--- config.mk ---
export PLATFORM = sky130hd
export DESIGN_NAME = scr_pos
export DESIGN_NICKNAME = d
export VERILOG_FILES = /design/src/hw/rtl/scr_pkg.sv /design/src/hw/rtl/scr_pos.sv
export SDC_FILE = /design/constraint.sdc
export NUM_CORES = 1
export LEC_CHECK = 0
export ABC_AREA = 1
export BUFFER_PORTS_ARGS = -buffer_cell sky130_fd_sc_hd__buf_2
export CORE_MARGIN = 3
export CORE_UTILIZATION = 60
export DETAILED_ROUTE_END_ITERATION = 10
export GPL_TIMING_DRIVEN = 0
export PLACE_DENSITY = 0.85
export SYNTH_ARGS = -nofsm -noshare
export SYNTH_HDL_FRONTEND = slang
export SYNTH_SLANG_ARGS = --single-unit
--- constraint.sdc ---
create_clock -name clk -period 7.67 [get_ports clk]
set_input_delay 0.3835 -clock clk [delete_from_list [all_inputs] [get_ports clk]]
set_output_delay 0.3835 -clock clk [all_outputs]
set_load 0.1 [all_outputs]
--- src/hw/rtl/scr_pkg.sv ---
// Shared definitions for the stereo comb and allpass reverb.
// Holds register widths, register indexes, reset values and the lane request type.
// No dependencies; compile this file first.
`timescale 1ns / 1ps
`default_nettype none

package scr_pkg;

  // Default sizes of the delay lines and the sample word.
  localparam int COMB1_DEPTH_DEF   = 4096;
  localparam int COMB2_DEPTH_DEF   = 4096;
  localparam int ALLPASS_DEPTH_DEF = 512;
  localparam int SAMPLE_BITS_DEF   = 24;

  // Configuration register widths.
  localparam int LEN_W      = 13;
  localparam int AP_LEN_W   = 10;
  localparam int DECAY_W    = 16;
  localparam int MIX_W      = 17;
  localparam int CFG_DATA_W = 17;
  localparam int CFG_IDX_W  = 3;

  // Unity gain in Q1.16.
  localparam logic [MIX_W-1:0] MIX_ONE = 17'd65536;

  // Depth of the output queue, which also bounds the beats in flight.
  localparam int OUT_Q_DEPTH = 4;

  // Register indexes of the configuration port.
  typedef enum logic [CFG_IDX_W-1:0] {
    REG_ENABLE      = 3'd0,
    REG_COMB1_LEN   = 3'd1,
    REG_COMB2_LEN   = 3'd2,
    REG_ALLPASS_LEN = 3'd3,
    REG_DECAY       = 3'd4,
    REG_MIX         = 3'd5
  } cfg_reg_t;

  // Register reset values.
  localparam logic [LEN_W-1:0]    COMB1_LEN_RST   = 13'd1425;
  localparam logic [LEN_W-1:0]    COMB2_LEN_RST   = 13'd1780;
  localparam logic [AP_LEN_W-1:0] ALLPASS_LEN_RST = 10'd240;
  localparam logic [DECAY_W-1:0]  DECAY_RST       = 16'd32768;
  localparam logic [MIX_W-1:0]    MIX_RST         = 17'd32768;

  // Per-beat control handed from the top level to each lane.
  typedef struct packed {
    logic start;   // a beat is accepted this cycle
    logic wet;     // reverb applied to this beat
    logic c1_hit;  // first comb entry has been written before
    logic c2_hit;  // second comb entry has been written before
    logic ap_hit;  // allpass entry has been written before
  } lane_req_t;

endpackage

`default_nettype wire

--- src/hw/rtl/scr_pos.sv ---
// Position tracker for one delay line pair: clamped length, wrapping position and fill mark.
// Depends on scr_pkg for the default depth.
`timescale 1ns / 1ps
`default_nettype none

module scr_pos #(
  parameter int DEPTH = scr_pkg::COMB1_DEPTH_DEF,
  parameter int LEN_W = scr_pkg::LEN_W,
  localparam int AW = $clog2(DEPTH)
) (
  input  logic             clk,
  input  logic             rst,
  input  logic [LEN_W-1:0] len,
  input  logic             clear,
  input  logic             step,
  output logic [AW-1:0]    addr,
  output logic             hit
);

  localparam int CW = (LEN_W > AW + 1) ? LEN_W : AW + 1;

  logic [AW-1:0] pos;
  logic [AW-1:0] pos_next;
  logic [AW:0]   fill;
  logic [AW:0]   fill_next;
  logic [CW-1:0] len_c;
  logic [CW-1:0] len_eff;
  logic [CW-1:0] step_c;

  // Length of zero acts as one, a length beyond the depth acts as the depth.
  always_comb begin
    len_c = CW'(len);
    if (len == '0) begin
      len_eff = CW'(1);
    end else if (len_c > CW'(DEPTH)) begin
      len_eff = CW'(DEPTH);
    end else begin
      len_eff = len_c;
    end
  end

  // Current position, forced to zero when it lies beyond the line.
  assign addr = (CW'(pos) < len_eff) ? pos : '0;

  // Writes always land at the fill mark or below it, so the written entries
  // form a prefix of the line and one count tells which reads see stored data.
  assign hit = ({1'b0, addr} < fill);

  always_comb begin
    step_c    = CW'(addr) + CW'(1);
    pos_next  = (step_c >= len_eff) ? '0 : step_c[AW-1:0];
    fill_next = ({1'b0, addr} == fill) ? fill + 1'b1 : fill;
  end

  always_ff @(posedge clk) begin
    if (rst) begin
      pos  <= '0;
      fill <= '0;
    end else if (clear) begin
      pos <= '0;
    end else if (step) begin
      pos  <= pos_next;
      fill <= fill_next;
    end
  end

endmodule

`default_nettype wire

# Word level (Yosys, flattened, before mapping)
# Index checks and enable logic that the tools add are counted.
# Widths: inputs -> output; s select.
# op_classes
add_sub_neg,2
order_cmp,4
eq_ne,1
n_mux,4
n_bitwise,1
reduce_logical,3
# ops
op,n
$lt 12x13->1,2
$mux 13,2
$mux 12,2
$add 12x1->13 const B,1
$add 13x1->13 const B,1
$eq 12x13->1,1
$ge 13x13->1,1
$gt 13x13->1 const B,1
$logic_not 13->1,1
$reduce_and 3->1,1
$reduce_or 2->1,1
$not 1->1,1
# totals
register_bits,25
inputBits,17
out_inout_bits,13
wordCells,17

# Logic depth before layout (Yosys ltp)
# logic_depth
depth_word,8
ltp_mapped,32
depth_no_buf,29

# Least setup slack after synthesis
# OpenSTA, ideal clock, no wires.
# synth_path
path_type,input-to-output
from,input port len[6]
to,output port hit
t_arrival_ns,6.753
required_ns,7.286
setup_slack_ns,0.534
path_stages,25
n_path_buf,2
cell_sequence,nor2_1 nand2_1 nor2_2 nand2_1 nand2_1 clkbuf_1 nand2_1 ha_1 a21oi_1 nor2_1 a211oi_1 nand2_2 nand2_8 nand2_4 buf_6 nor2_1 ha_1 nand2_1 o21ai_0 a21o_1 a21oi_1 nor3_1 o21bai_1 a21boi_0 o21ai_0
# synth_between
elab_chain_cells,6
elab_cells_between_ends,7
cone_classes,order compare: 3; mux: 3; reduce/logical: 1
# synth_rtl
item,line,source
from (decl),scr_pos.sv:13,"input logic [LEN_W-1:0] len,"
$gt 13x13->1,scr_pos.sv:35,end else if (len_c > CW'(DEPTH)) begin
$mux 13,scr_pos.sv:35,
$mux 13 (*),scr_pos.sv:33,if (len == '0) begin
$lt 12x13->1 (*),scr_pos.sv:43,assign addr = (CW'(pos) < len_eff) ? pos : '0;
$mux 12 (*),scr_pos.sv:43,
named net addr[1],scr_pos.sv:16,"output logic [AW-1:0] addr,"
$lt 12x13->1 (*),scr_pos.sv:47,"assign hit = ({1'b0, addr} < fill);"
to (decl),scr_pos.sv:17,output logic hit
# Mark *: on every way through the listed nets, which the timed path passes. The rest lies on a longest branch.

# Worst setup path after layout
# layout_path
from,input port len[6]
to,register pos[8]
# layout_between
elab_chain_cells,8
elab_cells_between_ends,9
cone_classes,add/sub: 1; order compare: 3; mux: 4; reduce/logical: 1
# layout_rtl
item,line,source
$gt 13x13->1,scr_pos.sv:35,
$mux 13,scr_pos.sv:35,
$mux 13 (*),scr_pos.sv:33,
$lt 12x13->1,scr_pos.sv:43,
$mux 12,scr_pos.sv:43,
$add 12x1->13,scr_pos.sv:50,step_c = CW'(addr) + CW'(1);
$ge 13x13->1,scr_pos.sv:51,pos_next = (step_c >= len_eff) ? '0 : step_c[AW-1:0];
$mux 12 (*),scr_pos.sv:51,
to (signal assigned),scr_pos.sv:62,pos <= pos_next;
to (decl),scr_pos.sv:22,logic [AW-1:0] pos;
# Every way passes the cells marked *; elsewhere a longest branch is shown, timed or not.
# A chain may end at the register's enable or synchronous reset.

==> summary.md <==
| Metric | Value |
|---|---|
| Pre-antenna DRT Iters | `7` |
| Num rows | `22` |
| Sw frac | `0.315` |
| Top-area cell type share of the netlist area | `0.202` |
| # hold bufs at CTS | `0` |
| Combinational group share of total power | `0.221` |
| Switch Pwr | `0.0859 mW` |
| Tot Pwr | `0.273 mW` |
| Total gr overflow | `0` |
| Htree depth | `1` |
| Syn-to-layout area delta | `10.1%` |
| Final min period | `5.06 ns` |
| Yosys warns | `0` |
| Slew at the pin closest to its max-slew limit | `0.556 ns` |
| Yosys top cell by area | `dfxtp_1` |
| GRT Total Usage | `0.243` |
| Setup Skew | `0.00693 ns` |
| Slowest stage delay, CP | `0.32 ns` |
| Static Leakage | `1.24 nW` |
| CP Data Arrival Time | `5.19 ns` |
| Clk Tree Root Cell | `clkbuf_8` |
| Die ar. | `4940 um^2` |
| Setup Buffers After CTS | `0` |
| Status | `complete, no violations` |
| CTS sink cnt | `25` |
| CTS max path bufs | `2` |
| Mapped Area | `2480 um^2` |
| I/O pin count | `30` |
| Number of synthesized flops with an enable pin | `0` |
| Async set-reset flop share out of synthesis | `0` |
| Routed wire length | `5.74 mm` |
| Core Area | `3830 um^2` |
| DP HPWL | `4.81 mm` |
| Clock power share | `0.294` |
| Initial antenna violation count | `0` |
| First-pass GRT wire length | `10.0 mm` |
| Sequential-to-total area share from yosys stat | `0.202` |
| Slew HR | `0.630` |
| Largest net degree at the start of global routing | `14` |
| Initial DRC count | `149` |
| Post-Syn Area per Cell | `7.02 um^2` |
| Avg WL per Cell | `13.2 um` |
| CP Class | `in2reg` |
| Critical path peak fanout | `10` |
| Endpoints failing setup | `0` |
| IR drop worst, VDD | `0.103 mV` |
| Die W | `70.3 um` |
| Share of layout cells above drive strength 1 | `0.168` |
| Clk_lat worst skew | `0.27 ns` |
| Vias in the first global route | `2,253` |
| Pwr dens | `100 nW/um^2` |
| Slowest CP cell | `clkbuf_1` |
| Slew Viols, Final | `0` |
| TritonCTS Buffers | `3` |
| Synth Register Bits | `25` |
| Die H | `70.3 um` |
| Fmax | `198 MHz` |
| Req. time, crit path | `7.80 ns` |
| Fin crit share | `0.659` |
| Net Count, Synth | `408` |
| N_diodes | `0` |
| RSZ-0062 raised after global routing | `no` |
| Synth cell types | `39` |
| RePlAce Congestion | `0.877` |
| Residual DRC | `0` |
| Int Pwr | `0.187 mW` |
| CP Launch Type | `input pin` |
| Seq pwr share | `0.486` |
| Mapped Cells | `353` |
| Number of max-cap violations | `0` |
| Vias | `2,491` |
| I/O Buffers | `29` |
| CP dominant cell by count | `nand2_1` |
| Commonest cells post-synth | `nand2_1, inv_1, ha_1` |
| CP endpoint kind | `flop` |
| Final #Nets | `442` |
| CTS tree | `done` |
| Worst hold path class | `in2reg` |
| Starting density of the core | `0.647` |
| CTS resizes | `0` |
| Synth area leaders | `dfxtp_1, ha_1, nand2_1` |
| Post-DR vias/cell | `5.74` |
| Hold Fails Final Rpt | `0` |
| Post-synth top flop | `dfxtp_1` |
| Most common cell in the synthesized netlist | `nand2_1` |
| ANT nets after route | `0` |
| Clk slew on worst S/H paths | `0.09 ns` |
| Setup_tns | `0 ns` |
==> state kept, by name, summed over array words and instances, names as in the netlist <==
signal	flops
fill	13
pos	12
==> final timing paths <==
check	depth (start not counted)	end	slack (ns)	start
max reg2reg	23	pos[8]	3.29	pos[4]
min reg2reg	2	pos[0]	0.49	pos[0]
min	2	fill[12]	0.39	rst
max	31	pos[8]	2.61	len[6]
==> layer usage <==
layer | routed length (um) | global-route usage
met4 | 68 | 0.0426
met2 | 2620 | 0.390
met3 | 357 | 0.0388
met1 | 2690 | 0.343
met5 | 0 | 0
==> final cells by class <==
class | instances | area, um^2
multi-input combinational | 273 | 1760
fill | 330 | 1100
sequential | 25 | 500
inverter | 49 | 184
timing repair buffer | 29 | 145
tap | 48 | 60.1
clock buffer | 4 | 45.0
buffer | 6 | 37.5
==> through the flow <==
stage	area [um^2]	hold slack [ns]	util	instances	setup WS, ns
2_1_floorplan	2480	0.453	-	353	0.534
3_3_place_gp	2680	0.473	0.701	430	2.44
3_5_place_dp	2680	0.481	0.701	430	2.39
4_1_cts	2730	0.375	0.713	434	2.66
5_1_grt	2730	0.388	0.713	434	2.09
6_report	2730	0.388	0.713	434	2.61
==> cells in the final DEF (no fill, tap or decap), types with 6 or more instances in the layout <==
master   Yosys  final
a21oi_1     33     33
buf_2        0     29
dfxtp_1     25     25
ha_1        38     38
inv_1       45     45
nand2_1     74     74
nand3_1     17     17
nand4_1     14     14
nor2_1      28     28
nor2_2       6      6
nor3_1       6      6
o21ai_0     15     15
==> worst max-delay path, delay by kind of cell <==
family                     cells  cell delay [ns]
AOI/OAI and AO/OA              6             0.88
adders and majority gates      3             0.88
buffers and inverters          5             0.98
and+or+nand+nor               17             2.06
==> kinds of logic after synthesis <==
kind of cell | after synthesis | synth area share
adders and majority gates | 38 | 0.192
DFF | 25 | 0.202
xor gates and xnor gates | 5 | 0.0207
buffers and inverters | 55 | 0.0894
and+or+nand+nor | 167 | 0.353
AOI/OAI and AO/OA | 63 | 0.143
==> power groups by stage <==
stage | Sequential, mW | Combinational [mW] | Clock, mW
finish | 0.133 | 0.0602 | 0.0802
global route | 0.133 | 0.0675 | 0.0852
CTS | 0.133 | 0.0599 | 0.0807
detailed placement | 0.136 | 0.0597 | 0
global placement | 0.136 | 0.0577 | 0
floorplan | 0.135 | 0.0435 | 0
No activity file was read; power rests on OpenSTA's default activity.
