### src/hw/rtl/scr_pkg.sv
// Shared definitions for the stereo comb and allpass reverb.
// Holds register widths, register indexes, reset values and the lane request type.
// No dependencies; compile this file first.
`timescale 1ns / 1ps
`default_nettype none

package scr_pkg;

  // Default sizes of the delay lines and the sample word.
  localparam int COMB1_DEPTH_DEF   = 4096;
  localparam int COMB2_DEPTH_DEF   = 4096;
  localparam int ALLPASS_DEPTH_DEF = 512;
  localparam int SAMPLE_BITS_DEF   = 24;

  // Configuration register widths.
  localparam int LEN_W      = 13;
  localparam int AP_LEN_W   = 10;
  localparam int DECAY_W    = 16;
  localparam int MIX_W      = 17;
  localparam int CFG_DATA_W = 17;
  localparam int CFG_IDX_W  = 3;

  // Unity gain in Q1.16.
  localparam logic [MIX_W-1:0] MIX_ONE = 17'd65536;

  // Depth of the output queue, which also bounds the beats in flight.
  localparam int OUT_Q_DEPTH = 4;

  // Register indexes of the configuration port.
  typedef enum logic [CFG_IDX_W-1:0] {
    REG_ENABLE      = 3'd0,
    REG_COMB1_LEN   = 3'd1,
    REG_COMB2_LEN   = 3'd2,
    REG_ALLPASS_LEN = 3'd3,
    REG_DECAY       = 3'd4,
    REG_MIX         = 3'd5
  } cfg_reg_t;

  // Register reset values.
  localparam logic [LEN_W-1:0]    COMB1_LEN_RST   = 13'd1425;
  localparam logic [LEN_W-1:0]    COMB2_LEN_RST   = 13'd1780;
  localparam logic [AP_LEN_W-1:0] ALLPASS_LEN_RST = 10'd240;
  localparam logic [DECAY_W-1:0]  DECAY_RST       = 16'd32768;
  localparam logic [MIX_W-1:0]    MIX_RST         = 17'd32768;

  // Per-beat control handed from the top level to each lane.
  typedef struct packed {
    logic start;   // a beat is accepted this cycle
    logic wet;     // reverb applied to this beat
    logic c1_hit;  // first comb entry has been written before
    logic c2_hit;  // second comb entry has been written before
    logic ap_hit;  // allpass entry has been written before
  } lane_req_t;

endpackage

`default_nettype wire

### src/hw/rtl/scr_stream_if.sv
// Stream interfaces for the reverb: stereo input beats and stereo output beats.
// Each carries valid, ready and the two samples; depends on scr_pkg for the default width.
`timescale 1ns / 1ps
`default_nettype none


interface scr_out_if #(
  parameter int SAMPLE_BITS = scr_pkg::SAMPLE_BITS_DEF
) ();
  logic                          valid;
  logic                          ready;
  logic signed [SAMPLE_BITS-1:0] out_left;
  logic signed [SAMPLE_BITS-1:0] out_right;

  modport source (output valid, output out_left, output out_right, input ready);
  modport sink (input valid, input out_left, input out_right, output ready);
endinterface

`default_nettype wire

### src/hw/rtl/scr_merge.sv
// Output stage: joins the two lane results into one stereo beat and queues it.
// Depends on scr_pkg and the scr_out_if interface.
`timescale 1ns / 1ps
`default_nettype none

module scr_merge #(
  parameter int SAMPLE_BITS = scr_pkg::SAMPLE_BITS_DEF
) (
  input  logic                          clk,
  input  logic                          rst,
  input  logic                          push,
  input  logic signed [SAMPLE_BITS-1:0] left,
  input  logic signed [SAMPLE_BITS-1:0] right,
  scr_out_if.source                     out
);

  import scr_pkg::*;

  localparam int PW = $clog2(OUT_Q_DEPTH);
  localparam int CNT_W = $clog2(OUT_Q_DEPTH + 1);

  logic signed [SAMPLE_BITS-1:0] q_left  [OUT_Q_DEPTH];
  logic signed [SAMPLE_BITS-1:0] q_right [OUT_Q_DEPTH];
  logic [PW-1:0]    wr_ptr;
  logic [PW-1:0]    rd_ptr;
  logic [CNT_W-1:0] count;
  logic             pop;

  assign out.valid     = (count != '0);
  assign out.out_left  = q_left[rd_ptr];
  assign out.out_right = q_right[rd_ptr];
  assign pop           = out.valid && out.ready;

  // The top level limits beats in flight to the queue depth, so a push always finds room.
  always_ff @(posedge clk) begin
    if (push) begin
      q_left[wr_ptr]  <= left;
      q_right[wr_ptr] <= right;
    end
  end

  always_ff @(posedge clk) begin
    if (rst) begin
      wr_ptr <= '0;
      rd_ptr <= '0;
      count  <= '0;
    end else begin
      if (push) begin
        wr_ptr <= (wr_ptr == PW'(OUT_Q_DEPTH - 1)) ? '0 : wr_ptr + 1'b1;
      end
      if (pop) begin
        rd_ptr <= (rd_ptr == PW'(OUT_Q_DEPTH - 1)) ? '0 : rd_ptr + 1'b1;
      end
      if (push && !pop) begin
        count <= count + 1'b1;
      end else if (pop && !push) begin
        count <= count - 1'b1;
      end
    end
  end

endmodule

`default_nettype wire

### src/flat_wrapper.sv
// flat-port wrapper written by rule: the top's interface ports become plain ports
module scr_merge_flat import scr_pkg::*;
#(
  parameter int SAMPLE_BITS = scr_pkg::SAMPLE_BITS_DEF
)
  (clk, rst, push, left, right, out_valid, out_out_left, out_out_right, out_ready);
  scr_out_if #(.SAMPLE_BITS(SAMPLE_BITS)) out_i ();
  input  logic clk;
  input  logic rst;
  input  logic push;
  input  logic signed [SAMPLE_BITS-1:0] left;
  input  logic signed [SAMPLE_BITS-1:0] right;
  output wire logic [$bits(out_i.valid)-1:0] out_valid;
  output wire logic [$bits(out_i.out_left)-1:0] out_out_left;
  output wire logic [$bits(out_i.out_right)-1:0] out_out_right;
  input wire logic [$bits(out_i.ready)-1:0] out_ready;
  assign out_valid = out_i.valid;
  assign out_out_left = out_i.out_left;
  assign out_out_right = out_i.out_right;
  assign out_i.ready = out_ready;
  scr_merge #(.SAMPLE_BITS(SAMPLE_BITS)) u_core (.clk(clk), .rst(rst), .push(push), .left(left), .right(right), .out(out_i));
endmodule
### config.mk
export PLATFORM = sky130hd
export DESIGN_NAME = scr_merge_flat
export DESIGN_NICKNAME = d
export VERILOG_FILES = /design/src/hw/rtl/scr_pkg.sv /design/src/hw/rtl/scr_stream_if.sv /design/src/hw/rtl/scr_merge.sv /design/src/flat_wrapper.sv
export SDC_FILE = /design/constraint.sdc
export NUM_CORES = 1
export LEC_CHECK = 0
export BUFFER_PORTS_ARGS = -buffer_cell sky130_fd_sc_hd__buf_4
export CORE_MARGIN = 10
export CORE_UTILIZATION = 40
export CTS_CLUSTER_SIZE = 16
export DETAILED_ROUTE_END_ITERATION = 7
export GPL_TIMING_DRIVEN = 0
export MAX_ROUTING_LAYER = met4
export PLACE_DENSITY = 0.64
export SLEW_MARGIN = 30
export SYNTH_ARGS = -nofsm -noshare
export SYNTH_HDL_FRONTEND = slang
export SYNTH_SLANG_ARGS = --single-unit
### constraint.sdc
create_clock -name clk -period 2.6 [get_ports clk]
set_input_delay 0.26 -clock clk [delete_from_list [all_inputs] [get_ports clk]]
set_output_delay 0.26 -clock clk [all_outputs]
set_load 0.1 [all_outputs]
# [Word level (Yosys, flattened, before mapping)]
# Memory sizes are Yosys's and may differ from the RTL's. A register that Yosys moved wholly into a read port is not among the register bits.
# Index checks and enable logic that the tools add are counted.
# Widths: inputs -> output; s select.
[totals] ramBits=192 word_cells=28 output_inout_bits=49 n_memories=2 in_bits=52 ff_bits=7
[op_classes] n_mux=10 n_eq_ne=2 reduce_logical=7 addsub=4
[memory_table] name="u_core.q_left" depth=4 width=24 read_ports=1 rd_clocked_by_memory_dff=1 write_ports=1 line="scr_merge.sv:22" text="logic signed [SAMPLE_BITS-1:0] q_left [OUT_Q_DEPTH];"
[memory_table] name="u_core.q_right" depth=4 width=24 read_ports=1 rd_clocked_by_memory_dff=1 write_ports=1 line="scr_merge.sv:23" text="logic signed [SAMPLE_BITS-1:0] q_right [OUT_Q_DEPTH];"
[op_table] cell="$mux 2" count=6
[op_table] cell="$mux 3" count=2
[op_table] cell="$add 2x1->2 const B" count=2
[op_table] cell="$eq 2x2->1 const B" count=2
[op_table] cell="$add 3x1->3 const B" count=1
[op_table] cell="$logic_and 1x1->1" count=3
[op_table] cell="$reduce_bool 3->1" count=1
[op_table] cell="$sub 3x1->3 const B" count=1
[op_table] cell="$logic_not 1->1" count=2
[op_table] cell="$mux 1" count=2
[op_table] cell="$reduce_bool 2->1" count=1

# [Longest topological paths before layout]
# Gate-level depths: netlist of the first run.
[logic_depth] depth_word=5 depth_mapped=7 mapped_depth_nobuf=7

# [Least setup slack after synthesis of the first run]
# Ideal clock, no wire load.
[synth_timing] path_kind="register to register" startpoint="reg u_core.wr_ptr[0]" endpoint="mem u_core.q_left[3][0] (netlist name) (enable)" setup_time_ps=410 period_less_slack_ps=2109 n_path_buf=0 slack_ps=491 stages_incl_launch_ff=3 arrival_ps=1699 t_required_ps=2190 path_cell_list="dfxtp_1 > ha_1 > and2_1"
[synth_rtl] element="start: declaration" line="scr_merge.sv:24" text="logic [PW-1:0] wr_ptr;"
[synth_rtl] element="start signal: assignment" line="scr_merge.sv:49" text="wr_ptr <= (wr_ptr == PW'(OUT_Q_DEPTH - 1)) ? '0 : wr_ptr + 1'b1;"
[synth_rtl] element="end: declaration" line="scr_merge.sv:22"
# No word-level cell before the write port.

==> results of run 1 <==
==> cell usage after synthesis <==
master	count	area [µm²]
a21oi_1	3	15.0
and2_1	4	25.0
buf_2	3	15.0
buf_4	2	15.0
buf_6	3	33.8
clkbuf_1	2	7.51
dfxtp_1	9	180
edfxtp_1	192	5770
fa_1	1	20.0
ha_1	6	75.1
inv_1	4	15.0
mux2i_1	3	30.0
mux4_2	48	1080
nand2_1	1	3.75
nor2_1	5	18.8
nor3b_1	1	7.51
o21ai_0	1	5.00
o31ai_2	1	12.5
or3_1	3	18.8
xor2_1	2	17.5
==> repair_timing <==
item / 4_1_cts / 5_1_grt
hold buffers: 49 / 0
resized for setup: 0 / 0
hold endpoints to repair: 197 / 0
setup buffers: 0 / 0
==> area by class of cell <==
cell class | count | area share [%]
Multi-Input combinational cell | 79 | 14.0
Tap cell | 229 | 2.98
Clock inverter | 10 | 0.756
Sequential cell | 201 | 61.9
Clock buffer | 25 | 5.63
Inverter | 4 | 0.156
Buffer | 10 | 0.743
Timing Repair Buffer | 153 | 13.8
==> where the power goes <==
part	switching [mW]	internal [mW]	total, mW
Clock	1.09	1.57	2.66
Combinational	2.56	0.964	3.53
Sequential	0.0595	3.71	3.77
==> through the flow <==
stage | worst slack, ns | cells | hold WS, ns | util [%]
floorplan | 0.491 | 294 | 0.329 | -
global placement | -0.535 | 623 | 0.459 | 46.6
detailed placement | 0.296 | 627 | 0.464 | 47.1
CTS | 0.217 | 711 | 0.106 | 53.3
global route | 0.157 | 711 | 0.127 | 53.3
finish | 0.270 | 711 | 0.125 | 53.3
==> worst max-delay path, stage by stage (launching register included) <==
cell	delay (ns)
dfxtp_1	0.33
buf_2	0.30
buf_2	0.35
mux4_2	0.36
buf_4	0.25
==> path summary, 6_finish.rpt <==
kind	endpoint	start	slack [ns]	cells past startpoint
worst min register to register	u_core.rd_ptr[0]$_SDFFE_PP0P_	u_core.rd_ptr[0]$_SDFFE_PP0P_	0.52	2
worst max register to register	u_core.count[2]$_SDFFE_PP0P_	u_core.count[0]$_SDFFE_PP0P_	0.33	7
worst min-delay path	u_core.wr_ptr[1]$_SDFFE_PP0P_	push	0.12	3
worst max-delay path	out_out_left[8]	flip-flop	0.27	4
==> registers in the layout, indices dropped and copies added, names as in the netlist, named ones only <==
signal and flops:
u_core.count 3, u_core.wr_ptr 2, u_core.q_right 96, u_core.q_left 96
u_core.rd_ptr 2
==> layer usage <==
layer  vias to the layer above  part of all wire, %  GRT usage [%]
li1                       1589                    -              -
met1                      1815                   40           14.2
met2                        84                   53           20.3
met3                        21                  5.4           2.59
met4                         0                  1.4           2.81
met5                         -                    0              -
==> cell families after synthesis <==
family          synth area share, %
flops                          80.8
compound gates                0.442
buf+inv                        1.17
fa+ha+maj                      1.29
simple gates                   1.00
mux                            15.1
xor+xnor                      0.238
==> out/results.ini, run 1 <==
[grt]
grt_pass1_wl_mm = 22.2
grt_max_degree = 36
gr-total-overflow = 0
grt_pass1_vias = 4046
globalRouteTotalUtil_pct = 11.9
antenna_found_initial = 0

[timing]
setup_violations = 0
tightest_slew_ns = 0.748
rsz0062_at_grt = no
finClkSkew_ns = 0.0125
layout_min_cycle_time_ns = 2.33
slew_headroom_pct = 50.1
drv_slew = 0
period_share_pct = 89.6
max_freq_mhz = 429
hold_viol = 0
final.setup.tns_ns = 0

[placement]
hpwl_mm = 8.89
portBuffers = 100
place.gp.congestion = 0.659
placed_area_um2 = 8500

[detailed_routing]
drt_first_iter_violations = 105
wirelength_mm = 14.1
first_pass_iters = 4
post-route-drc-count = 0
via_per_inst = 4.94
wl_per_cell_um = 19.8
ant_nets = 0
dr_total_vias = 3509

[clock_tree]
path_clk_slew_ns = 0.05
cts_tree = built
h-tree-depth = 1
insertion_delay_ns = 0.48
cts_buffers = 21
numClockSinks = 201
clock_path_buffers = 3
cts.root.buffer_cell = clkbuf_16

[layout]
antenna_cells = 0
multi_input_area_um2 = 1340
drive_gt1_share_pct = 39.4
finish.instance_area_um2 = 9600
fillers = 1434
final_cell_mix = 192 x edfxtp_1, 102 x buf_4, 49 x dlygate4sd3_1
syn_to_final_growth_pct = 30.4
layout_commonest_cell = edfxtp_1
fin_nets = 529
ff_latch_area_um2 = 5950

[logic_synthesis]
syn_nets = 353
mappedNetlistArea_um2 = 7360
yosys_warnings = 0
ys_ff_latch = 201
synth.distinct_cells = 20
syn_inst = 294
ys_seq_area_share_pct = 80.8
avgSynthCellArea_um2 = 25.0

[die]
io-pin-count = 101
core_region_area_um2 = 18000
chipWidth_um = 156
start_util_pct = 40.8
die_area_um2 = 24200
rows = 49
die_h_um = 156

[setup_path]
required_ns = 2.34
end_kind = output pin
cp_max_fo = 10
crit_type = flip-flop to output pin
cp-start-kind = flip-flop
arrival_ns = 2.07

[job]
max_cap_viol_count = 0

[pwr]
p_per_area_nw_per_um2 = 1040
ir_worst_vdd_mv = 0.790
power_mw = 9.95
p_leak_nw = 3.30

[status]
status = completed

[min_path]
hp-class = input port to flip-flop

Power figures use the tool's default switching activity.
==> run 2: changes to the inputs <==
Settings changed: GPL_ROUTABILITY_DRIVEN set to 0, RECOVER_POWER set to 25.
==> run 2 against run 1 <==
Sequential power is essentially flat. Wire length shrank 0.18%. Largest power group unchanged. Via count is essentially flat.
==> out/results.ini, run 2 (synthesis gave the netlist of run 1 again) <==
[clock_tree]
cts.root.buffer_cell = clkbuf_16  ; unchanged
h-tree-depth = 1  ; unchanged
clock_path_buffers = 3  ; unchanged
postCtsSetupBuffers = 0  ; unchanged
numClockSinks = 201  ; unchanged
cts_tree = built  ; unchanged
insertion_delay_ns = 0.48  ; about the same
path_clk_slew_ns = 0.05  ; about the same
cts_buffers = 21  ; unchanged

[grt]
gr-total-overflow = 0  ; unchanged
grt_max_degree = 36  ; unchanged
antenna_found_initial = 0  ; unchanged
globalRouteTotalUtil_pct = 11.9  ; unchanged
grt_pass1_vias = 4046  ; unchanged
grt_pass1_wl_mm = 22.2  ; unchanged

[die]
start_util_pct = 40.8  ; unchanged
core_region_area_um2 = 18000  ; unchanged
die_area_um2 = 24200  ; unchanged
chipWidth_um = 156  ; unchanged
io-pin-count = 101  ; unchanged
die_h_um = 156  ; unchanged
rows = 49  ; unchanged

[layout]
finish.instance_area_um2 = 9490  ; was 9600 µm²
final_cell_mix = 192 x edfxtp_1, 73 x buf_4, 49 x dlygate4sd3_1  ; was 192 x edfxtp_1, 102 x buf_4, 49 x dlygate4sd3_1
antenna_cells = 0  ; unchanged
layout_commonest_cell = edfxtp_1  ; unchanged
drive_gt1_share_pct = 33.4  ; was 39.4%
fin_nets = 529  ; unchanged
top_regs = u_core.q_left (96), u_core.q_right (96), u_core.count (3)  ; unchanged
syn_to_final_growth_pct = 28.9  ; was 30.4%

[setup_path]
cp_cell_sequence = buf_2 > buf_2 > mux4_2 > buf_4  ; unchanged
required_ns = 2.34  ; about the same
crit_top_cell = buf_2  ; unchanged
end_kind = output pin  ; unchanged
slowest_delay_ns = 0.36  ; about the same
crit_slowest_cell = mux4_2  ; unchanged
cp_top_family = buffers and inverters  ; unchanged
r2r_cells = 7  ; unchanged
cp-start-kind = flip-flop  ; unchanged
cp_max_fo = 10  ; unchanged
arrival_ns = 2.06  ; was 2.07 ns
cp_num_buf_inv = 3  ; unchanged
crit_type = flip-flop to output pin  ; unchanged
cp.depth = 4  ; unchanged

[detailed_routing]
via_per_inst = 4.94  ; about the same
wirelength_mm = 14.1  ; about the same
dr_total_vias = 3512  ; was 3509
post-route-drc-count = 0  ; unchanged
first_pass_iters = 4  ; unchanged
ant_nets = 0  ; unchanged
wl_per_cell_um = 19.8  ; about the same
drt_first_iter_violations = 106  ; was 105

[min_path]
holdPathStages = 3  ; unchanged
hp-class = input port to flip-flop  ; unchanged

[timing]
max_freq_mhz = 430  ; was 429 MHz
hold_viol = 0  ; unchanged
finalHoldWorstSlack_ns = 0.125  ; about the same
setup_slack_ns = 0.277  ; was 0.270 ns
layout_min_cycle_time_ns = 2.32  ; was 2.33 ns
tightest_slew_ns = 0.721  ; was 0.748 ns
slew_headroom_pct = 51.9  ; was 50.1%
period_share_pct = 89.3  ; was 89.6%
finClkSkew_ns = 0.0137  ; was 0.0125 ns
setup_violations = 0  ; unchanged
drv_slew = 0  ; unchanged
rsz0062_at_grt = no  ; unchanged

[job]
max_cap_viol_count = 0  ; unchanged

[pwr]
p_leak_nw = 3.19  ; was 3.30 nW
p_per_area_nw_per_um2 = 1050  ; was 1040 nW/µm²
power_mw = 9.93  ; was 9.95 mW
ir_worst_vdd_mv = 0.779  ; was 0.790 mV

[placement]
portBuffers = 100  ; unchanged
placed_area_um2 = 8500  ; unchanged
hpwl_mm = 8.89  ; unchanged
place_ws_ns = 0.296  ; unchanged

[status]
status = completed  ; unchanged

run 2: power by group:
group	switching [mW]	leakage (nW)	internal, mW
clock	1.09	0.291	1.57
combinational	2.56	1.06	0.945
sequential	0.0597	1.84	3.71
total	3.71	3.19	6.22
run 2: repair_timing:
item,in CTS,in global routing
resized for setup,0,0
hold buffers,49,0
hold endpoints to repair,197,0
run 2: layout make-up:
type                       count  area, µm²
fill                        1458       8530
multi-input combinational     79       1340
clock buffer                  25        541
inverter                       4       15.0
timing repair buffer         153       1220
sequential                   201       5950
buffer                        10       71.3
tap                          229        287
clock inverter                10       72.6
run 2: per-layer routing:
metal	track usage, %	vias to the layer above	part of all wire [%]
li1	-	1594	-
met2	20.3	75	53
met5	-	-	0
met1	14.2	1822	41
met4	2.81	0	1.4
met3	2.59	21	4.8
run 2: metrics by stage:
stage               std cells  TNS, ns  util, %
floorplan                 294        0        -
global placement          623   -98.76     46.6
detailed placement        627        0     47.1
CTS                       711        0     53.3
global route              711        0     52.7
finish                    711        0     52.7
run 2: path summary, 6_finish.rpt:
path | from | endpoint | slack (ns)
min reg2reg | u_core.rd_ptr[0]$_SDFFE_PP0P_ | u_core.rd_ptr[0]$_SDFFE_PP0P_ | 0.52
min | push | u_core.wr_ptr[1]$_SDFFE_PP0P_ | 0.13
max reg2reg | u_core.count[0]$_SDFFE_PP0P_ | u_core.count[2]$_SDFFE_PP0P_ | 0.33
max | flip-flop | out_out_left[8] | 0.28
run 2: worst min-delay path, delay by kind of cell:
family | cells | cell delay [ns]
buffers and inverters | 1 | 0.14
multiplexers | 1 | 0.08
AND/OR/NAND/NOR | 1 | 0.08
